### src/sv/vfm_pkg.sv
// shared types, constants and corner tables for the voxel face mesher
package vfm_pkg;

    localparam int CHUNK_WIDTH_DEF  = 16;
    localparam int CHUNK_HEIGHT_DEF = 256;

    localparam int QUEUE_DEPTH = 4;
    localparam int QUEUE_PTR_W = $clog2(QUEUE_DEPTH);

    localparam int NUM_FACES = 6;
    localparam logic [2:0] VTX_LAST  = 3'd5;
    localparam logic [2:0] ISS_FINAL = 3'd7;

    // corner sequence of the two triangles of one face
    localparam logic [1:0] TRI_ORDER [6] = '{2'd0, 2'd1, 2'd2, 2'd0, 2'd2, 2'd3};

    // one command between front and back
    typedef struct packed {
        logic       mesh;
        logic [3:0] x;
        logic [7:0] y;
        logic [3:0] z;
        logic [7:0] btype;
        logic [5:0] edge_flags;   // face lies on the chunk boundary, face order
    } vfm_cmd_t;

    typedef struct packed {
        logic [4:0] vert_x;
        logic [8:0] vert_y;
        logic [4:0] vert_z;
        logic [2:0] face_dir;
        logic [4:0] tex_u;
        logic [4:0] tex_v;
        logic       last_vertex;
    } vfm_vertex_t;

    // corner offset of a face as {dz, dy, dx}
    function automatic logic [2:0] corner_offset(input logic [2:0] face,
                                                 input logic [1:0] corner);
        logic [11:0] row;
        begin
            case (face)
                3'd0: row = {3'b100, 3'b110, 3'b010, 3'b000};
                3'd1: row = {3'b011, 3'b111, 3'b101, 3'b001};
                3'd2: row = {3'b100, 3'b101, 3'b001, 3'b000};
                3'd3: row = {3'b011, 3'b111, 3'b110, 3'b010};
                3'd4: row = {3'b001, 3'b011, 3'b010, 3'b000};
                3'd5: row = {3'b110, 3'b111, 3'b101, 3'b100};
                default: row = 12'd0;
            endcase
            corner_offset = row[{1'b0, corner, 1'b0} + {2'b00, corner} +: 3];
        end
    endfunction

    // texture corner as {v, u}
    function automatic logic [1:0] corner_uv(input logic [1:0] corner);
        begin
            corner_uv = {corner[1], corner[1] ^ corner[0]};
        end
    endfunction

endpackage

### src/sv/vfm_front.sv
// input side: takes words, drops out-of-chunk items, marks boundary faces
module vfm_front #(
    parameter int CHUNK_WIDTH  = vfm_pkg::CHUNK_WIDTH_DEF,
    parameter int CHUNK_HEIGHT = vfm_pkg::CHUNK_HEIGHT_DEF
) (
    input  logic             s_tvalid,
    output logic             s_tready,
    input  logic             action,
    input  logic [3:0]       pos_x,
    input  logic [7:0]       pos_y,
    input  logic [3:0]       pos_z,
    input  logic [7:0]       block_type,
    input  logic             clear_done,
    input  logic             q_full,
    output logic             push,
    output vfm_pkg::vfm_cmd_t push_cmd
);

    logic in_chunk;

    assign in_chunk = (32'(pos_x) < 32'(CHUNK_WIDTH)) && (32'(pos_y) < 32'(CHUNK_HEIGHT))
                   && (32'(pos_z) < 32'(CHUNK_WIDTH));

    assign s_tready = clear_done && !q_full;
    // out-of-chunk words are taken and dropped
    assign push     = s_tvalid && s_tready && in_chunk;

    always_comb begin
        push_cmd.mesh          = action;
        push_cmd.x             = pos_x;
        push_cmd.y             = pos_y;
        push_cmd.z             = pos_z;
        push_cmd.btype         = block_type;
        push_cmd.edge_flags[0] = (pos_x == 4'd0);
        push_cmd.edge_flags[1] = (32'(pos_x) == 32'(CHUNK_WIDTH - 1));
        push_cmd.edge_flags[2] = (pos_y == 8'd0);
        push_cmd.edge_flags[3] = (32'(pos_y) == 32'(CHUNK_HEIGHT - 1));
        push_cmd.edge_flags[4] = (pos_z == 4'd0);
        push_cmd.edge_flags[5] = (32'(pos_z) == 32'(CHUNK_WIDTH - 1));
    end

endmodule

### config.mk
export PLATFORM = sky130hd
export DESIGN_NAME = vfm_front
export DESIGN_NICKNAME = d
export VERILOG_FILES = /design/src/sv/vfm_pkg.sv /design/src/sv/vfm_front.sv
export SDC_FILE = /design/constraint.sdc
export NUM_CORES = 1
export LEC_CHECK = 0
export BUFFER_PORTS_ARGS = -buffer_cell sky130_fd_sc_hd__buf_2
export CAP_MARGIN = 20
export CORE_AREA = 2 2 39 41
export DETAILED_ROUTE_END_ITERATION = 10
export DIE_AREA = 0 0 41 43
export MAX_ROUTING_LAYER = met4
export PLACE_DENSITY = 0.72
export SETUP_SLACK_MARGIN = 0.05
export SLEW_MARGIN = 20
export SYNTH_ARGS = -nofsm -noshare
export SYNTH_HDL_FRONTEND = slang
export SYNTH_SLANG_ARGS = --single-unit
### constraint.sdc
create_clock -name vclk -period 1.1
set_input_delay 0.055 -clock vclk [all_inputs]
set_output_delay 0.055 -clock vclk [all_outputs]
set_load 0.02 [all_outputs]
==> impl_metrics.env, run 1 <==
export IMPL_outcome="completed"
export IMPL_ys_seq_area_frac=0
export IMPL_vias=272
export IMPL_dieArea_um2=1760
export IMPL_max_stage_delay_ns=0.52
export IMPL_crit_fanout=3
export IMPL_finalSetupViolCount=0
export IMPL_p_per_area_nw_per_um2=440
export IMPL_hold_viol=0
export IMPL_drt_first_pass_iters=1
export IMPL_avgRoutedWirePerCell_um=8.85
export IMPL_routed_wl_um=628
export IMPL_syn_to_final_growth_pct=17.9
export IMPL_total_power_uw=138
export IMPL_final_core_util=0.226
export IMPL_first_global_vias=204
export IMPL_drive_gt1_frac=0.782
export IMPL_ys_types=8
export IMPL_seqCellArea_um2=0
export IMPL_layout_nets=85
export IMPL_synth_nets=65
export IMPL_hold_buffers=0
export IMPL_crit_family="simple AND/OR/NAND/NOR gates"
export IMPL_critPathRequiredTime_ns=1.04
export IMPL_pwr_share_clk=0
export IMPL_rsz0062_at_grt="no"
export IMPL_vias_per_cell=3.83
export IMPL_fillers=167
export IMPL_gr_total_overflow=0
export IMPL_peakVddDrop_uv=82.8
export IMPL_setup_tns_ns=0
export IMPL_netlist_area_um2=265
export IMPL_design_seq_count=0
export IMPL_seq_power_share=0
export IMPL_whs_ns=0.110
export IMPL_cp_buffers_inverters=2
export IMPL_end_kind="output port"
export IMPL_antennaDiodeCount=0
export IMPL_track_usage=0.0532
export IMPL_switchingPower_uw=83.1
export IMPL_worst_pin_slew_ns=0.222
export IMPL_relSlewSlack=0.851
export IMPL_syn_mean_instance_area_um2=7.17
export IMPL_worstSetupPathType="in2out"
export IMPL_worstHoldStart="block_type[6]"
export IMPL_crit_chain="buf_2 -> or4_1 -> nor2_1 -> buf_2"
export IMPL_drc=0
export IMPL_gp_congestion=0.574
export IMPL_ant_nets=0
export IMPL_p_int_uw=54.4
export IMPL_grt_pass1_wl_um=710
export IMPL_instances_no_fill=71
export IMPL_leakagePower_nw=0.197
export IMPL_antenna_found_initial=0
export IMPL_first_iter_violations=0
export IMPL_slowest_stage="or4_1"
export IMPL_fin_crit_sh=0.916
export IMPL_nClkBuffers=0
export IMPL_portBuffers=43
export IMPL_initial_core_util=0.192
export IMPL_cp_start_kind="input pin"
export IMPL_max_freq_mhz=993
export IMPL_die_w_um=41
export IMPL_cp_arrival_ns=0.95
export IMPL_crit_top_cell="buf_2"
export IMPL_ioPinCount=61
export IMPL_die_height_um=43
export IMPL_startpoint="pos_y[4]"
export IMPL_core_area_um2=1380
export IMPL_dp_cells=71
export IMPL_core_rowCount=14
export IMPL_ys_warn_count=0
export IMPL_swShare=0.604
export IMPL_max_cap_violations=0
export IMPL_hold_class="in2out"
export IMPL_grt_max_degree=4
export IMPL_synth_cells=37
export IMPL_cts_resized=0
export IMPL_slew_violations=0
export IMPL_postCtsSetupBuffers=0
export IMPL_pwr_share_comb=1.000
export IMPL_period_minus_slack_ns=1.01
## power by group through the flow
stage	Combinational (mW)	Clock, mW	Sequential (mW)
after floorplan	0.151	0	0
after global placement	0.136	0	0
after detailed placement	0.139	0	0
after CTS	0.139	0	0
after global routing	0.150	0	0
final	0.138	0	0
## per-stage QoR
step,setup WS [ns],area (um^2)
floorplan,0.171,265
global placement,0.102,313
detailed placement,0.0861,313
CTS,0.0809,313
global route,0.0643,313
finish,0.0929,313
## layer usage
layer | GRT usage | wire [um] | vias up
met4 | 0.00667 | 0 | 0
met2 | 0.113 | 334 | 22
met3 | 0 | 101 | 0
li1 | - | - | 140
met1 | 0.0475 | 192 | 110
met5 | - | 0 | -
## synth_stat cells
master | number | area [um^2]
nor4_1 | 2 | 12.5
buf_4 | 25 | 188
or4_1 | 2 | 15.0
and2_1 | 1 | 6.26
nand4_1 | 2 | 12.5
and4_1 | 2 | 17.5
nor2b_1 | 1 | 6.26
nor2_1 | 2 | 7.51
## cells by family after synthesis
group | Yosys count | synth area share
and+or+nand+nor | 12 | 0.292
buffers and inverters | 25 | 0.708
## cells in the final DEF, fill, tap and decap left out
master,count
nor4_1,2
nor2_1,2
buf_2,43
or4_1,2
and2_1,1
nor2b_1,1
and4_1,2
nand4_1,2
## area by class of cell
| cell class | count | area (um^2) | share of cell area |
|---|---|---|---|
| repair buffers | 43 | 215 | 0.688 |
| well taps | 16 | 20.0 | 0.0640 |
| multi-input cells | 12 | 77.6 | 0.248 |
## worst paths after layout
path                       end  cells after the start
hold / removal    push_cmd[12]                      0
setup / recovery   push_cmd[2]                      4
Note: power is estimated with default switching activity, not from simulation.
==> run 2: changes to the inputs <==
--- a/config.mk
+++ b/config.mk
@@ -14,4 +14,5 @@
 export PLACE_DENSITY = 0.72
 export SETUP_SLACK_MARGIN = 0.05
+export SKIP_LAST_GASP = 1
 export SLEW_MARGIN = 20
 export SYNTH_ARGS = -nofsm -noshare
==> constraint.sdc (replaced) <==
create_clock -name vclk -period 1.1
set_input_delay 0.22 -clock vclk [all_inputs]
set_output_delay 0.22 -clock vclk [all_outputs]
set_load 0.02 [all_outputs]
==> run 2 against run 1 <==
Effect of this change:
- the run now ends with negative setup slack left
- final area increased by 30%
- via count grew 13%
- cell count is 7.0% higher
- power is 21% higher
- non-clock buffer count grew 5
- first-iteration DRC count increased by 1
- wire length rose by 9.9%
- die area unchanged
- worst hold slack better by 0.33 ns
- sequential share of layout area unchanged
- critical path type unchanged
==> impl_metrics.env, run 2 (synthesized netlist as in run 1, its figures left out) <==
export IMPL_max_stage_delay_ns=0.53
export IMPL_routed_wl_um=690
export IMPL_cp_num_cells=4
export IMPL_peakVddDrop_uv=127
export IMPL_avgRoutedWirePerCell_um=9.08
export IMPL_drc=0
export IMPL_ioPinCount=61
export IMPL_fillers=156
export IMPL_hold_viol=0
export IMPL_syn_to_final_growth_pct=53.8
export IMPL_core_area_um2=1380
export IMPL_grt_max_degree=4
export IMPL_cp_start_kind="input pin"
export IMPL_crit_family="simple AND/OR/NAND/NOR gates"
export IMPL_antennaDiodeCount=0
export IMPL_track_usage=0.0757
export IMPL_nClkBuffers=0
export IMPL_grt_pass1_wl_um=993
export IMPL_max_cap_violations=0
export IMPL_multi_input_area_um2=108
export IMPL_end_kind="output port"
export IMPL_rsz0062_at_grt="yes"
export IMPL_setup_tns_ns=-0.200
export IMPL_setup_ws_ns=-0.200
export IMPL_first_iter_violations=1
export IMPL_design_seq_count=0
export IMPL_seqCellArea_um2=0
export IMPL_die_w_um=41
export IMPL_leakagePower_nw=0.233
export IMPL_crit_chain="buf_6 -> or4_4 -> nor2_4 -> buf_6"
export IMPL_core_rowCount=14
export IMPL_place_hpwl_um=628
export IMPL_total_power_uw=167
export IMPL_fin_crit_sh=1.18
export IMPL_first_global_vias=275
export IMPL_initial_core_util=0.192
export IMPL_outcome="finished, violations left"
export IMPL_relSlewSlack=0.870
export IMPL_final_common_cell="buf_2"
export IMPL_cp_arrival_ns=1.08
export IMPL_endpoint="push_cmd[2]"
export IMPL_period_minus_slack_ns=1.30
export IMPL_max_freq_mhz=769
export IMPL_worst_pin_slew_ns=0.194
export IMPL_layout_nets=90
export IMPL_dieArea_um2=1760
export IMPL_slowest_stage="or4_4"
export IMPL_cp_buffers_inverters=2
export IMPL_gp_congestion=0.628
export IMPL_vias_per_cell=4.05
export IMPL_p_per_area_nw_per_um2=408
export IMPL_vias=308
export IMPL_drt_first_pass_iters=3
export IMPL_violations="negative setup slack"
export IMPL_layout_common_cells="buf_2, buf_4, buf_6"
export IMPL_critPathRequiredTime_ns=0.88
export IMPL_slew_violations=0
export IMPL_hold_buffers=0
export IMPL_die_height_um=43
export IMPL_crit_top_cell="buf_6"
export IMPL_crit_fanout=2
export IMPL_hold_class="in2out"
export IMPL_drive_gt1_frac=0.900
export IMPL_antenna_found_initial=0
export IMPL_ant_nets=0
export IMPL_worstSetupPathType="in2out"
export IMPL_startpoint="pos_y[2]"
export IMPL_gr_total_overflow=0
export IMPL_finalSetupViolCount=1
export IMPL_portBuffers=43
-- run 2: cell types whose count changed in the layout (fill, tap and decap cells not counted) --
cell	previous run	this run
or4_1	2	0
or4_4	0	2
nor2_1	2	1
buf_2	43	38
nor4_2	0	2
nor2b_2	0	1
nor2b_1	1	0
nor2_4	0	1
nor4_1	2	0
buf_4	0	6
buf_6	0	4
-- run 2: per-stage QoR --
| stage | hold slack [ns] | util | worst slack [ns] | instance area (um^2) | cells |
|---|---|---|---|---|---|
| after global placement | 0.440 | 0.269 | -0.243 | 373 | 75 |
| after floorplan | 0.485 | - | -0.0434 | 295 | 37 |
| after detailed placement | 0.440 | 0.269 | -0.255 | 373 | 75 |
| final | 0.440 | 0.295 | -0.200 | 408 | 76 |
| after CTS | 0.440 | 0.284 | -0.209 | 393 | 76 |
| after global routing | 0.440 | 0.295 | -0.213 | 408 | 76 |
-- run 2: layout make-up --
type	count	area share
multi-input combinational	12	0.264
tap	16	0.0491
timing repair buffer	48	0.687
-- run 2: where the power goes --
group	total, mW	internal (mW)	leakage [nW]	switching [mW]
registers	0	0	0	0
logic	0.167	0.0754	0.233	0.0911
clock network	0	0	0	0
-- run 2: worst min path at each step --
stage	start	to	cells after the start
6_report	action	push_cmd[30]	0
5_1_grt	block_type[6]	push_cmd[12]	0
4_1_cts	block_type[5]	push_cmd[11]	0
3_5_place_dp	block_type[5]	push_cmd[11]	0
3_3_place_gp	block_type[5]	push_cmd[11]	0
2_1_floorplan	pos_x[2]	push_cmd[0]	1
-- run 2: what timing repair did --
item / CTS / global route
pin swaps: 2 / 2
setup endpoints to repair: 1 / 2
setup buffers: 1 / 0
resized for setup: 3 / 3
-- run 2: metal layers --
metal / GRT usage / routed length, um / vias to the layer above
met3: 0.0157 / 98 / 0
met5: - / 0 / -
met1: 0.0633 / 188 / 133
li1: - / - / 151
met4: 0.00667 / 0 / 0
met2: 0.156 / 403 / 24
