$ cat config.mk
export PLATFORM = sky130hd
export DESIGN_NAME = vfm_queue
export DESIGN_NICKNAME = d
export VERILOG_FILES = /design/src/sv/vfm_pkg.sv /design/src/sv/vfm_queue.sv
export SDC_FILE = /design/constraint.sdc
export NUM_CORES = 1
export LEC_CHECK = 0
export ABC_AREA = 1
export BUFFER_PORTS_ARGS = -buffer_cell sky130_fd_sc_hd__buf_2
export CAP_MARGIN = 5
export CORE_UTILIZATION = 51
export CTS_CLUSTER_SIZE = 14
export DETAILED_ROUTE_END_ITERATION = 6
export GPL_TIMING_DRIVEN = 1
export PLACE_DENSITY = 0.84
export SYNTH_ARGS = -nofsm -noshare
export SYNTH_HDL_FRONTEND = slang
export SYNTH_SLANG_ARGS = --single-unit
$ cat constraint.sdc
create_clock -name aclk -period 1.57 [get_ports aclk]
set_input_delay 0.157 -clock aclk [delete_from_list [all_inputs] [get_ports aclk]]
set_output_delay 0.157 -clock aclk [all_outputs]
set_load 0.05 [all_outputs]
$ cat src/sv/vfm_pkg.sv
// shared types, constants and corner tables for the voxel face mesher
package vfm_pkg;

    localparam int CHUNK_WIDTH_DEF  = 16;
    localparam int CHUNK_HEIGHT_DEF = 256;

    localparam int QUEUE_DEPTH = 4;
    localparam int QUEUE_PTR_W = $clog2(QUEUE_DEPTH);

    localparam int NUM_FACES = 6;
    localparam logic [2:0] VTX_LAST  = 3'd5;
    localparam logic [2:0] ISS_FINAL = 3'd7;

    // corner sequence of the two triangles of one face
    localparam logic [1:0] TRI_ORDER [6] = '{2'd0, 2'd1, 2'd2, 2'd0, 2'd2, 2'd3};

    // one command between front and back
    typedef struct packed {
        logic       mesh;
        logic [3:0] x;
        logic [7:0] y;
        logic [3:0] z;
        logic [7:0] btype;
        logic [5:0] edge_flags;   // face lies on the chunk boundary, face order
    } vfm_cmd_t;

    typedef struct packed {
        logic [4:0] vert_x;
        logic [8:0] vert_y;
        logic [4:0] vert_z;
        logic [2:0] face_dir;
        logic [4:0] tex_u;
        logic [4:0] tex_v;
        logic       last_vertex;
    } vfm_vertex_t;

    // corner offset of a face as {dz, dy, dx}
    function automatic logic [2:0] corner_offset(input logic [2:0] face,
                                                 input logic [1:0] corner);
        logic [11:0] row;
        begin
            case (face)
                3'd0: row = {3'b100, 3'b110, 3'b010, 3'b000};
                3'd1: row = {3'b011, 3'b111, 3'b101, 3'b001};
                3'd2: row = {3'b100, 3'b101, 3'b001, 3'b000};
                3'd3: row = {3'b011, 3'b111, 3'b110, 3'b010};
                3'd4: row = {3'b001, 3'b011, 3'b010, 3'b000};
                3'd5: row = {3'b110, 3'b111, 3'b101, 3'b100};
                default: row = 12'd0;
            endcase
            corner_offset = row[{1'b0, corner, 1'b0} + {2'b00, corner} +: 3];
        end
    endfunction

    // texture corner as {v, u}
    function automatic logic [1:0] corner_uv(input logic [1:0] corner);
        begin
            corner_uv = {corner[1], corner[1] ^ corner[0]};
        end
    endfunction

endpackage

$ cat src/sv/vfm_queue.sv
// short command fifo between front and back
module vfm_queue (
    input  logic              aclk,
    input  logic              aresetn,
    input  logic              push,
    input  vfm_pkg::vfm_cmd_t push_cmd,
    output logic              full,
    input  logic              pop,
    output vfm_pkg::vfm_cmd_t pop_cmd,
    output logic              empty
);

    vfm_pkg::vfm_cmd_t                entry_reg [vfm_pkg::QUEUE_DEPTH];
    logic [vfm_pkg::QUEUE_PTR_W-1:0]  wr_ptr_reg, wr_ptr_next;
    logic [vfm_pkg::QUEUE_PTR_W-1:0]  rd_ptr_reg, rd_ptr_next;
    logic [vfm_pkg::QUEUE_PTR_W:0]    count_reg, count_next;

    assign full    = (count_reg == (vfm_pkg::QUEUE_PTR_W + 1)'(vfm_pkg::QUEUE_DEPTH));
    assign empty   = (count_reg == '0);
    assign pop_cmd = entry_reg[rd_ptr_reg];

    always_comb begin
        wr_ptr_next = wr_ptr_reg;
        rd_ptr_next = rd_ptr_reg;
        count_next  = count_reg;
        if (push) begin
            wr_ptr_next = (wr_ptr_reg == vfm_pkg::QUEUE_PTR_W'(vfm_pkg::QUEUE_DEPTH - 1))
                        ? '0 : wr_ptr_reg + 1'b1;
        end
        if (pop) begin
            rd_ptr_next = (rd_ptr_reg == vfm_pkg::QUEUE_PTR_W'(vfm_pkg::QUEUE_DEPTH - 1))
                        ? '0 : rd_ptr_reg + 1'b1;
        end
        if (push && !pop) begin
            count_next = count_reg + 1'b1;
        end else if (pop && !push) begin
            count_next = count_reg - 1'b1;
        end
    end

    always_ff @(posedge aclk) begin
        if (!aresetn) begin
            wr_ptr_reg <= '0;
            rd_ptr_reg <= '0;
            count_reg  <= '0;
        end else begin
            wr_ptr_reg <= wr_ptr_next;
            rd_ptr_reg <= rd_ptr_next;
            count_reg  <= count_next;
        end
    end

    always_ff @(posedge aclk) begin
        if (push) begin
            entry_reg[wr_ptr_reg] <= push_cmd;
        end
    end

endmodule

==> metrics.md, run 1 <==
| Metric | Value |
|---|---|
| Status | `complete, but fails checks` |
| Failing checks | `negative setup slack` |
| Hold Path Stages | `2` |
| Final cell count without fillers | `630` |
| Die Wd | `102.0 um` |
| Slew Limit Headroom | `77.76%` |
| Hold crit path type | `in2reg` |
| Reg2Reg Depth | `5` |
| Initial antenna violation count | `0` |
| Number of DRC markers in iteration 0 | `about 190` |
| First-pass GRT wire length | `17410 um` |
| Skew final | `roughly 5.4 ps` |
| RePlAce Congestion | `between 0.7 and 0.8` |
| Commonest cells after routing, fill and taps aside | `edfxtp_1 (124), nor2_1 (62), o21ai_1 (49)` |
| Crit end category | `primary output` |
| Cell total after placement | `~560` |
| I/O pin total | `68` |
| Yosys cell types | `19` |
| Lkg Pwr | `between 2 and 3 nW` |
| Worst hold start | `push_cmd[5]` |
| Setup violators final | `31` |
| Register area share after synthesis | `76.56%` |
| Row count | `36` |
| Most common cell after layout, fill and taps aside | `edfxtp_1` |
| Root Buffer | `clkbuf_8` |
| FF+latch count, synth | `133` |
| CTS tree | `built` |
| TritonCTS Sinks | `roughly 130` |
| Inserted Clock Buffers | `17` |
| Worst IR drop on VDD | `roughly 1100 uV` |
| Max Cap Viol | `0` |
| Tot GR Track Use | `between 20% and 30%` |
| Max Clk Rate | `around 560 MHz` |
| Clock tree buffer depth | `2` |
| Worst path arrival time | `1630 ps` |
| Crit Reg-Reg Startpoint | `wr_ptr_reg[1]$_SDFFE_PN0P_` |
| Diode count | `0` |
| Post-DP HPWL | `~6400 um` |
| RR Endpoint | `entry_reg[0][8]$_DFFE_PP_` |
| Mapped cell area | `between 5000 and 6000 um^2` |
| Pwr Total | `between 9 and 10 mW` |
| Clock slew at reported path FFs | `approximately 50 ps` |
| Initial Util | `between 50% and 60%` |
| PnR worst setup slack | `-221.5 ps` |
| Post-Syn Instances | `about 360` |
| Core region area | `about 10000 um^2` |
| Max-slew violations | `0` |
| Die Area | `about 10000 um^2` |
| DRC | `0` |
| Largest net degree at the start of global routing | `31` |
| Reg2Reg Setup Slack | `roughly 150 ps` |
| Final hold violations | `0` |
| Fillers | `about 600` |
| Final hold slack | `between 400 and 500 ps` |
| H-tree levels | `4` |
| Area growth, synth to finish | `39.88%` |
| Placement Setup Slack | `92.39 ps` |
| WHS Endpoint | `entry_reg[2][5]$_DFFE_PP_` |
| Avg Synthesized Cell Area | `around 14 um^2` |
| Nets@finish | `~530` |
| Die height | `just over 100 um` |
| Routed vias | `about 3400` |
| Vias in the first global route | `~3500` |
| Vias per cell | `between 5 and 6` |
| Tmin final | `1792 ps` |
| Port buffer count | `67` |
| Pin slew with the least headroom to its limit | `333.6 ps` |
| Final Cycle Share | `114.1%` |
| Ys Warns | `0` |
| Unrepaired setup endpoints after global routing | `true` |
| Detailed Route WL | `~11000 um` |
| Finished layout cell area | `roughly 7000 um^2` |
| Layout cells sized above 1 | `35.21%` |
| DRT antenna net count | `0` |
| Total grt overflow | `0` |
| Max FFs per register | `between 100 and 150` |
| Power density over cell area | `1351 nW/um^2` |
| Critical path class | `reg2out` |
| Startpoint types | `flop` |
| WL/cell | `17.96 um` |
| Area after DPL | `5882 um^2` |
| Syn_nets | `401` |
| Largest fanout on the critical path | `16` |
| Worst skew pair latency | `510 ps` |
| Drt pass-1 iters | `5` |
| Req. time, crit path | `1410 ps` |
[cells by family after synthesis]
group                      synth area share [%]
AOI/OAI and AO/OA                         10.48
xor gates and xnor gates                 0.1718
adders and majority gates                 1.865
buffers and inverters                     4.564
DFF                                       76.56
and+or+nand+nor                           6.356
[critical path, cell delays in order (launching register included)]
cell	delay [ps]
dfxtp_4	390
inv_8	110
buf_12	160
nor2_1	70
o22ai_2	200
buf_6	190
[cells in the mapped netlist]
cell type    n  area, um^2
edfxtp_1   124        3724
xor2_1       1       8.760
dfxtp_1      9       180.2
nand3_1      1       5.000
o22ai_1     31       193.9
nand4_1      1       6.260
nor3_1       4       20.02
ha_1         6       75.07
o21ai_0      7       35.03
buf_2        6       30.03
buf_6       10       112.6
nor2_1      70       262.8
nand2_1      8       30.03
buf_4        3       22.52
fa_1         1       20.02
o21ai_1     58       290.3
inv_8        1       11.26
inv_1       15       56.30
a21oi_1      3       15.01
[worst max path at each step]
stage,from,end,slack (ps)
3_5_place_dp,flop,pop_cmd[6],90
3_3_place_gp,flop,pop_cmd[23],120
2_1_floorplan,count_reg[0]$_SDFFE_PN0P_,empty,-20
4_1_cts,flop,pop_cmd[6],-230
6_report,flop,pop_cmd[28],-220
5_1_grt,flop,pop_cmd[28],-290
[through the flow]
stage | setup TNS, ps | util [%]
6_report | -5667 | 73.30
5_1_grt | -7881 | 73.30
4_1_cts | -6055 | 72.76
3_5_place_dp | 0 | 60.46
3_3_place_gp | 0 | 60.46
2_1_floorplan | -35.33 | -
[routing by layer]
metal,GRT usage (%),vias up,share of wire (%)
li1,-,1578,-
met1,27.73,1627,38
met2,39.86,163,53
met3,6.703,17,7.7
met4,9.341,0,1.6
met5,0,-,0
[final cells by class]
| type | instances | area (um^2) | share of cell area [%] |
|---|---|---|---|
| Timing Repair Buffer | 125 | 1156 | 16.21 |
| Inverter | 16 | 78.83 | 1.105 |
| Sequential cell | 133 | 3909 | 54.81 |
| Tap cell | 133 | 166.4 | 2.333 |
| Multi-Input combinational cell | 191 | 1239 | 17.37 |
| Clock inverter | 13 | 161.4 | 2.263 |
| Clock buffer | 19 | 421.7 | 5.912 |
[timing repair]
action	4_1_cts	5_1_grt
gates resized for setup	87	15
buffers inserted	2	0
endpoints found under the setup margin	31	33
hold endpoints to repair	133	0
hold buffers	34	0
pin swaps	3	0
[power by group]
part           total [mW]  switching [mW]  internal (mW)
sequential           4.12          0.0751           4.05
clock                3.87            1.33           2.54
combinational        1.64            1.03          0.611
Power figures use the tool's default switching activity.
==> run 2, diff against run 1 <==
SKIP_CTS_REPAIR_TIMING = 1   (was not set)
==> metrics.md, run 2 (same netlist as run 1, synthesis figures left out) <==
| Metric | Value |
|---|---|
| Slowest stage cell, crit path | `dfxtp_4` |
| TNS Setup | `-5883 ps` |
| Initial Util | `between 50% and 60%` |
| WHS Endpoint | `wr_ptr_reg[1]$_SDFFE_PN0P_` |
| M1 GR Usage | `a little over a quarter` |
| Max-slew violations | `0` |
| Top Usage Layer GRT | `met2` |
| Worst path arrival time | `1680 ps` |
| First-pass GRT wire length | `15800 um` |
| Vias per cell | `roughly 5.4` |
| DRT antenna net count | `0` |
| Tmin final | `around 1800 ps` |
| PnR worst setup slack | `-269.5 ps` |
| Area growth, synth to finish | `38.11%` |
| Largest net degree at the start of global routing | `31` |
| Slew Limit Headroom | `about 77%` |
| Worst path depth | `4` |
| Hold crit path type | `in2reg` |
| CP Buf/Inv Count | `2` |
| Finished layout cell area | `7042 um^2` |
| Initial antenna violation count | `0` |
| Routed vias | `around 3400` |
| Reg2Reg Depth | `5` |
| Commonest cells after routing, fill and taps aside | `edfxtp_1 (124), nor2_1 (70), o21ai_1 (58)` |
| Port buffer count | `67` |
| Skew final | `about 7.0 ps` |
| Hold Path Stages | `3` |
| Detailed Route WL | `approximately 11000 um` |
| Die Area | `approximately 10000 um^2` |
| Clock slew at reported path FFs | `roughly 60 ps` |
| Most common cell after layout, fill and taps aside | `edfxtp_1` |
| Crit end category | `primary output` |
| Startpoint types | `flop` |
| Status | `complete, but fails checks` |
| Die Wd | `between 100 and 150 um` |
| Crit Reg-Reg Startpoint | `wr_ptr_reg[0]$_SDFFE_PN0P_` |
| Core region area | `between 9000 and 10000 um^2` |
| Nets@finish | `roughly 520` |
| Lkg Pwr | `around 2.6 nW` |
| Worst path top cell family by delay | `flip-flops` |
| Tot GR Track Use | `a little over a fifth` |
| Final Cycle Share | `117.2%` |
| WL/cell | `roughly 18 um` |
| DRC | `0` |
| Largest fanout on the critical path | `30` |
| Area after DPL | `5882 um^2` |
| I/O pin total | `68` |
| RePlAce Congestion | `roughly 0.76` |
| Max Cap Viol | `0` |
| Total grt overflow | `0` |
| Req. time, crit path | `about 1400 ps` |
| Pin slew with the least headroom to its limit | `between 300 and 400 ps` |
| Drt pass-1 iters | `4` |
| Die height | `~100 um` |
| TritonCTS Sinks | `around 130` |
| Worst skew pair latency | `510 ps` |
| Post-DP HPWL | `between 6000 and 7000 um` |
| Setup violators final | `31` |
| Max Clk Rate | `around 540 MHz` |
| Critical path class | `reg2out` |
| RR Endpoint | `entry_reg[0][10]$_DFFE_PP_` |
| Power density over cell area | `1363 nW/um^2` |
| Worst IR drop on VDD | `approximately 1100 uV` |
| Unrepaired setup endpoints after global routing | `true` |
| Inserted Clock Buffers | `17` |
| CTS tree | `built` |
| Reg2Reg Setup Slack | `160 ps` |
| Final hold slack | `approximately 42 ps` |
| Row count | `36` |
| Worst hold start | `push` |
| Clock tree buffer depth | `2` |
| Max incr delay on CP | `~430 ps` |
| Diode count | `0` |
| GR Layer Usage met2 | `34.64%` |
| H-tree levels | `4` |
| CP cell instances | `buf_12 > o21ai_1 > o22ai_2 > buf_6` |
| Layout cells sized above 1 | `a little under a third` |
| Vias in the first global route | `about 3200` |
| Root Buffer | `clkbuf_8` |
| Final hold violations | `0` |
| Failing checks | `negative setup slack` |
| Number of DRC markers in iteration 0 | `about 280` |
| Max FFs per register | `around 120` |
| Final core utilization | `72.38%` |
| Global Route met3 Usage | `6.977%` |
[run 2: cell types whose count changed in the layout (fill, tap and decap cells not counted), moves of 2 or more]
cell,delta
o21ai_1,+9
nor2_1,+8
nor2_2,-8
o21ai_2,-8
buf_8,-2
[run 2: how the worst max path moves through the flow]
stage                         startpoint     endpoint  slack [ps]
2_1_floorplan  count_reg[0]$_SDFFE_PN0P_        empty         -20
3_3_place_gp                        flop  pop_cmd[23]         120
3_5_place_dp                        flop   pop_cmd[6]          90
4_1_cts                             flop  pop_cmd[22]        -530
5_1_grt                             flop   pop_cmd[1]        -340
6_report                            flop   pop_cmd[1]        -270
[run 2: power by group]
part | total [mW] | switching (mW) | internal, mW
sequential | 4.12 | 0.0694 | 4.05
clock | 3.87 | 1.33 | 2.54
combinational | 1.61 | 1.02 | 0.590
total | 9.60 | 2.42 | 7.18
[run 2: layer usage]
metal	up-vias	wire (um)
met5	-	0
met4	0	109
met3	12	515
met2	106	5957
met1	1690	4648
li1	1578	-
[run 2: through the flow]
stage | std cells | power (mW) | setup WS [ps]
finish | 628 | 9.598 | -269.5
global route | 628 | 9.908 | -339.5
CTS | 594 | 9.363 | -535.0
detailed placement | 562 | 5.514 | 92.39
global placement | 562 | 5.473 | 115.8
floorplan | 359 | 5.149 | -17.66
[run 2: cell type report]
class | count | area, um^2
multi-input cells | 191 | 1177
clock inverters | 13 | 161.4
fillers | 606 | 2688
inverters | 16 | 78.83
repair buffers | 123 | 1127
well taps | 133 | 166.4
clock buffers | 19 | 421.7
flip-flops and latches | 133 | 3909
[run 2: worst register-to-register path, delay by kind of cell, from the launching register on]
family | cells | cell delay, ps
buffers and inverters | 3 | 420
flip-flops | 1 | 410
adder cells (fa/ha/maj) | 1 | 200
AND/OR/NAND/NOR | 1 | 100
==> run 3, diff against run 2 <==
CORE_UTILIZATION = 52   (was 51)
PLACE_DENSITY = 0.82   (was 0.84)
clock period = 2.2 ns   (was 1.57 ns; I/O delays follow)
==> metrics.md, run 3 (same netlist as run 1, synthesis figures left out) <==
| Metric | Value |
|---|---|
| H-tree levels | `4` |
| I/O pin total | `between 60 and 70` |
| Die Wd | `around 100 um` |
| Die Area | `between 10000 and 15000 um^2` |
| Initial antenna violation count | `0` |
| CP Buf/Inv Count | `2` |
| Hold crit path type | `in2reg` |
| Layout cells sized above 1 | `around a quarter` |
| Final hold violations | `0` |
| Total grt overflow | `0` |
| Routed vias | `3262` |
| Tmin final | `about 2100 ps` |
| Max Cap Viol | `0` |
| Fillers | `632` |
| Inserted Clock Buffers | `17` |
| Critical path class | `reg2out` |
| Worst hold start | `pop` |
| RePlAce Congestion | `approximately 0.7` |
| Worst skew pair latency | `between 500 and 600 ps` |
| Crit end category | `primary output` |
| Status | `finished clean` |
| Setup violators final | `0` |
| Final Cycle Share | `a little over nine tenths` |
| Post-DP HPWL | `5810 um` |
| Pin slew with the least headroom to its limit | `412.5 ps` |
| Lkg Pwr | `about 2.4 nW` |
| Area growth, synth to finish | `27.14%` |
| Clk pwr share | `42.6%` |
| DRC | `0` |
| Port buffer count | `67` |
| Slew Limit Headroom | `between 70% and 80%` |
| Req. time, crit path | `between 1500 and 2000 ps` |
| Max FFs per register | `~120` |
| Reg2Reg Setup Slack | `630 ps` |
| Power Internal | `between 4 and 5 mW` |
| Drt pass-1 iters | `4` |
| CTS tree | `built` |
| Largest net degree at the start of global routing | `63` |
| Die height | `just over 100 um` |
| Crit Reg-Reg Startpoint | `wr_ptr_reg[0]$_SDFFE_PN0P_` |
| Initial Util | `54.41%` |
| Vias in the first global route | `roughly 3100` |
| Worst path arrival time | `1870 ps` |
| Tot GR Track Use | `roughly a fifth` |
| Slowest stage cell, crit path | `dfxtp_1` |
| Final hold slack | `about 24 ps` |
| Core region area | `between 9000 and 10000 um^2` |
| Clock slew at reported path FFs | `around 60 ps` |
| Max incr delay on CP | `~360 ps` |
| Row count | `35` |
| Skew final | `around 10 ps` |
| Largest fanout on the critical path | `31` |
| Root Buffer | `clkbuf_8` |
| Worst path top cell family by delay | `buffers and inverters` |
| Combinational Power Share | `13.4%` |
| WL/cell | `around 16 um` |
| Pwr Total | `around 6.7 mW` |
| DRT antenna net count | `0` |
| Max Clk Rate | `about 480 MHz` |
| Reg2Reg Depth | `5` |
| Max-slew violations | `0` |
| RR Endpoint | `entry_reg[2][29]$_DFFE_PP_` |
| Unrepaired setup endpoints after global routing | `false` |
| Power density over cell area | `1027 nW/um^2` |
| Final core utilization | `between 60 and 70%` |
| TritonCTS Sinks | `~130` |
| Final cell count without fillers | `approximately 600` |
| Detailed Route WL | `a little under 10000 um` |
| Number of DRC markers in iteration 0 | `roughly 110` |
| First-pass GRT wire length | `approximately 15000 um` |
| WHS Endpoint | `rd_ptr_reg[1]$_SDFFE_PN0P_` |
| Sw Share | `a little over a quarter` |
| Cell total after placement | `549` |
| Diode count | `0` |
| Reg power frac | `between 40% and 50%` |
| Worst IR drop on VDD | `between 500 and 600 uV` |
| Switching power | `about 1.8 mW` |
| Clock tree buffer depth | `2` |
| Commonest cells after routing, fill and taps aside | `edfxtp_1 (124), nor2_1 (70), buf_2 (67)` |
| Startpoint types | `flop` |
| Vias per cell | `between 5 and 6` |
| CP cell instances | `buf_6 > o21ai_0 > o22ai_1 > buf_2` |
| Nets@finish | `about 510` |
| Hold Path Stages | `3` |
| Most common cell after layout, fill and taps aside | `edfxtp_1` |
[run 3: cell count changes in the layout (fill, tap and decap cells not counted), moves of 3 or more]
cell | previous run | this run
buf_12 | 6 | 0
buf_2 | 34 | 67
buf_4 | 16 | 12
buf_6 | 33 | 2
clkinv_1 | 6 | 0
inv_6 | 1 | 5
o21ai_0 | 4 | 7
o21ai_2 | 3 | 0
o22ai_1 | 0 | 31
o22ai_2 | 31 | 0
[run 3: per-layer routing]
metal | vias to the layer above | wire length [um] | GRT usage, %
li1 | 1562 | - | -
met3 | 10 | 665 | 5.895
met2 | 121 | 5118 | 34.09
met1 | 1569 | 3923 | 23.58
met5 | - | 0 | 0
met4 | 0 | 98 | 11.15
[run 3: worst max-delay path by stage]
| stage | start | endpoint | slack (ps) | cells after the start |
|---|---|---|---|---|
| after floorplan | flop | pop_cmd[0] | 540 | 5 |
| after global placement | flop | pop_cmd[18] | 430 | 4 |
| after detailed placement | flop | pop_cmd[28] | 390 | 4 |
| after CTS | flop | pop_cmd[28] | -160 | 4 |
| after global routing | flop | pop_cmd[23] | 2 | 4 |
| final | flop | pop_cmd[23] | 110 | 4 |
[run 3: power groups by stage]
stage	registers (mW)	logic [mW]	clock network, mW
after floorplan	2.97	0.639	0
after global placement	2.98	0.820	0
after detailed placement	2.99	0.838	0
after CTS	2.93	0.840	2.88
after global routing	2.94	0.957	3.00
final	2.93	0.890	2.83
[run 3: worst min-delay path: stages]
cell,delay [ps]
buf_2,90
o21ai_0,80
nor2_1,100
[run 3: layout make-up]
class | instances | area [um^2] | share of cell area, %
multi-input cells | 191 | 962.2 | 14.84
repair buffers | 113 | 768.2 | 11.85
clock inverters | 15 | 192.7 | 2.972
well taps | 129 | 161.4 | 2.490
flip-flops and latches | 133 | 3908 | 60.28
clock buffers | 17 | 414.1 | 6.389
inverters | 16 | 76.32 | 1.177
[run 3: metrics by stage]
stage / worst slack (ps) / setup TNS (ps) / area [um^2]
after global placement: 428.2 / 0 / 5529
after global routing: 1.838 / 0 / 6482
after CTS: -164.5 / -2515 / 6136
after detailed placement: 389.1 / 0 / 5529
after floorplan: 539.3 / 0 / 5099
final: 106.6 / 0 / 6482
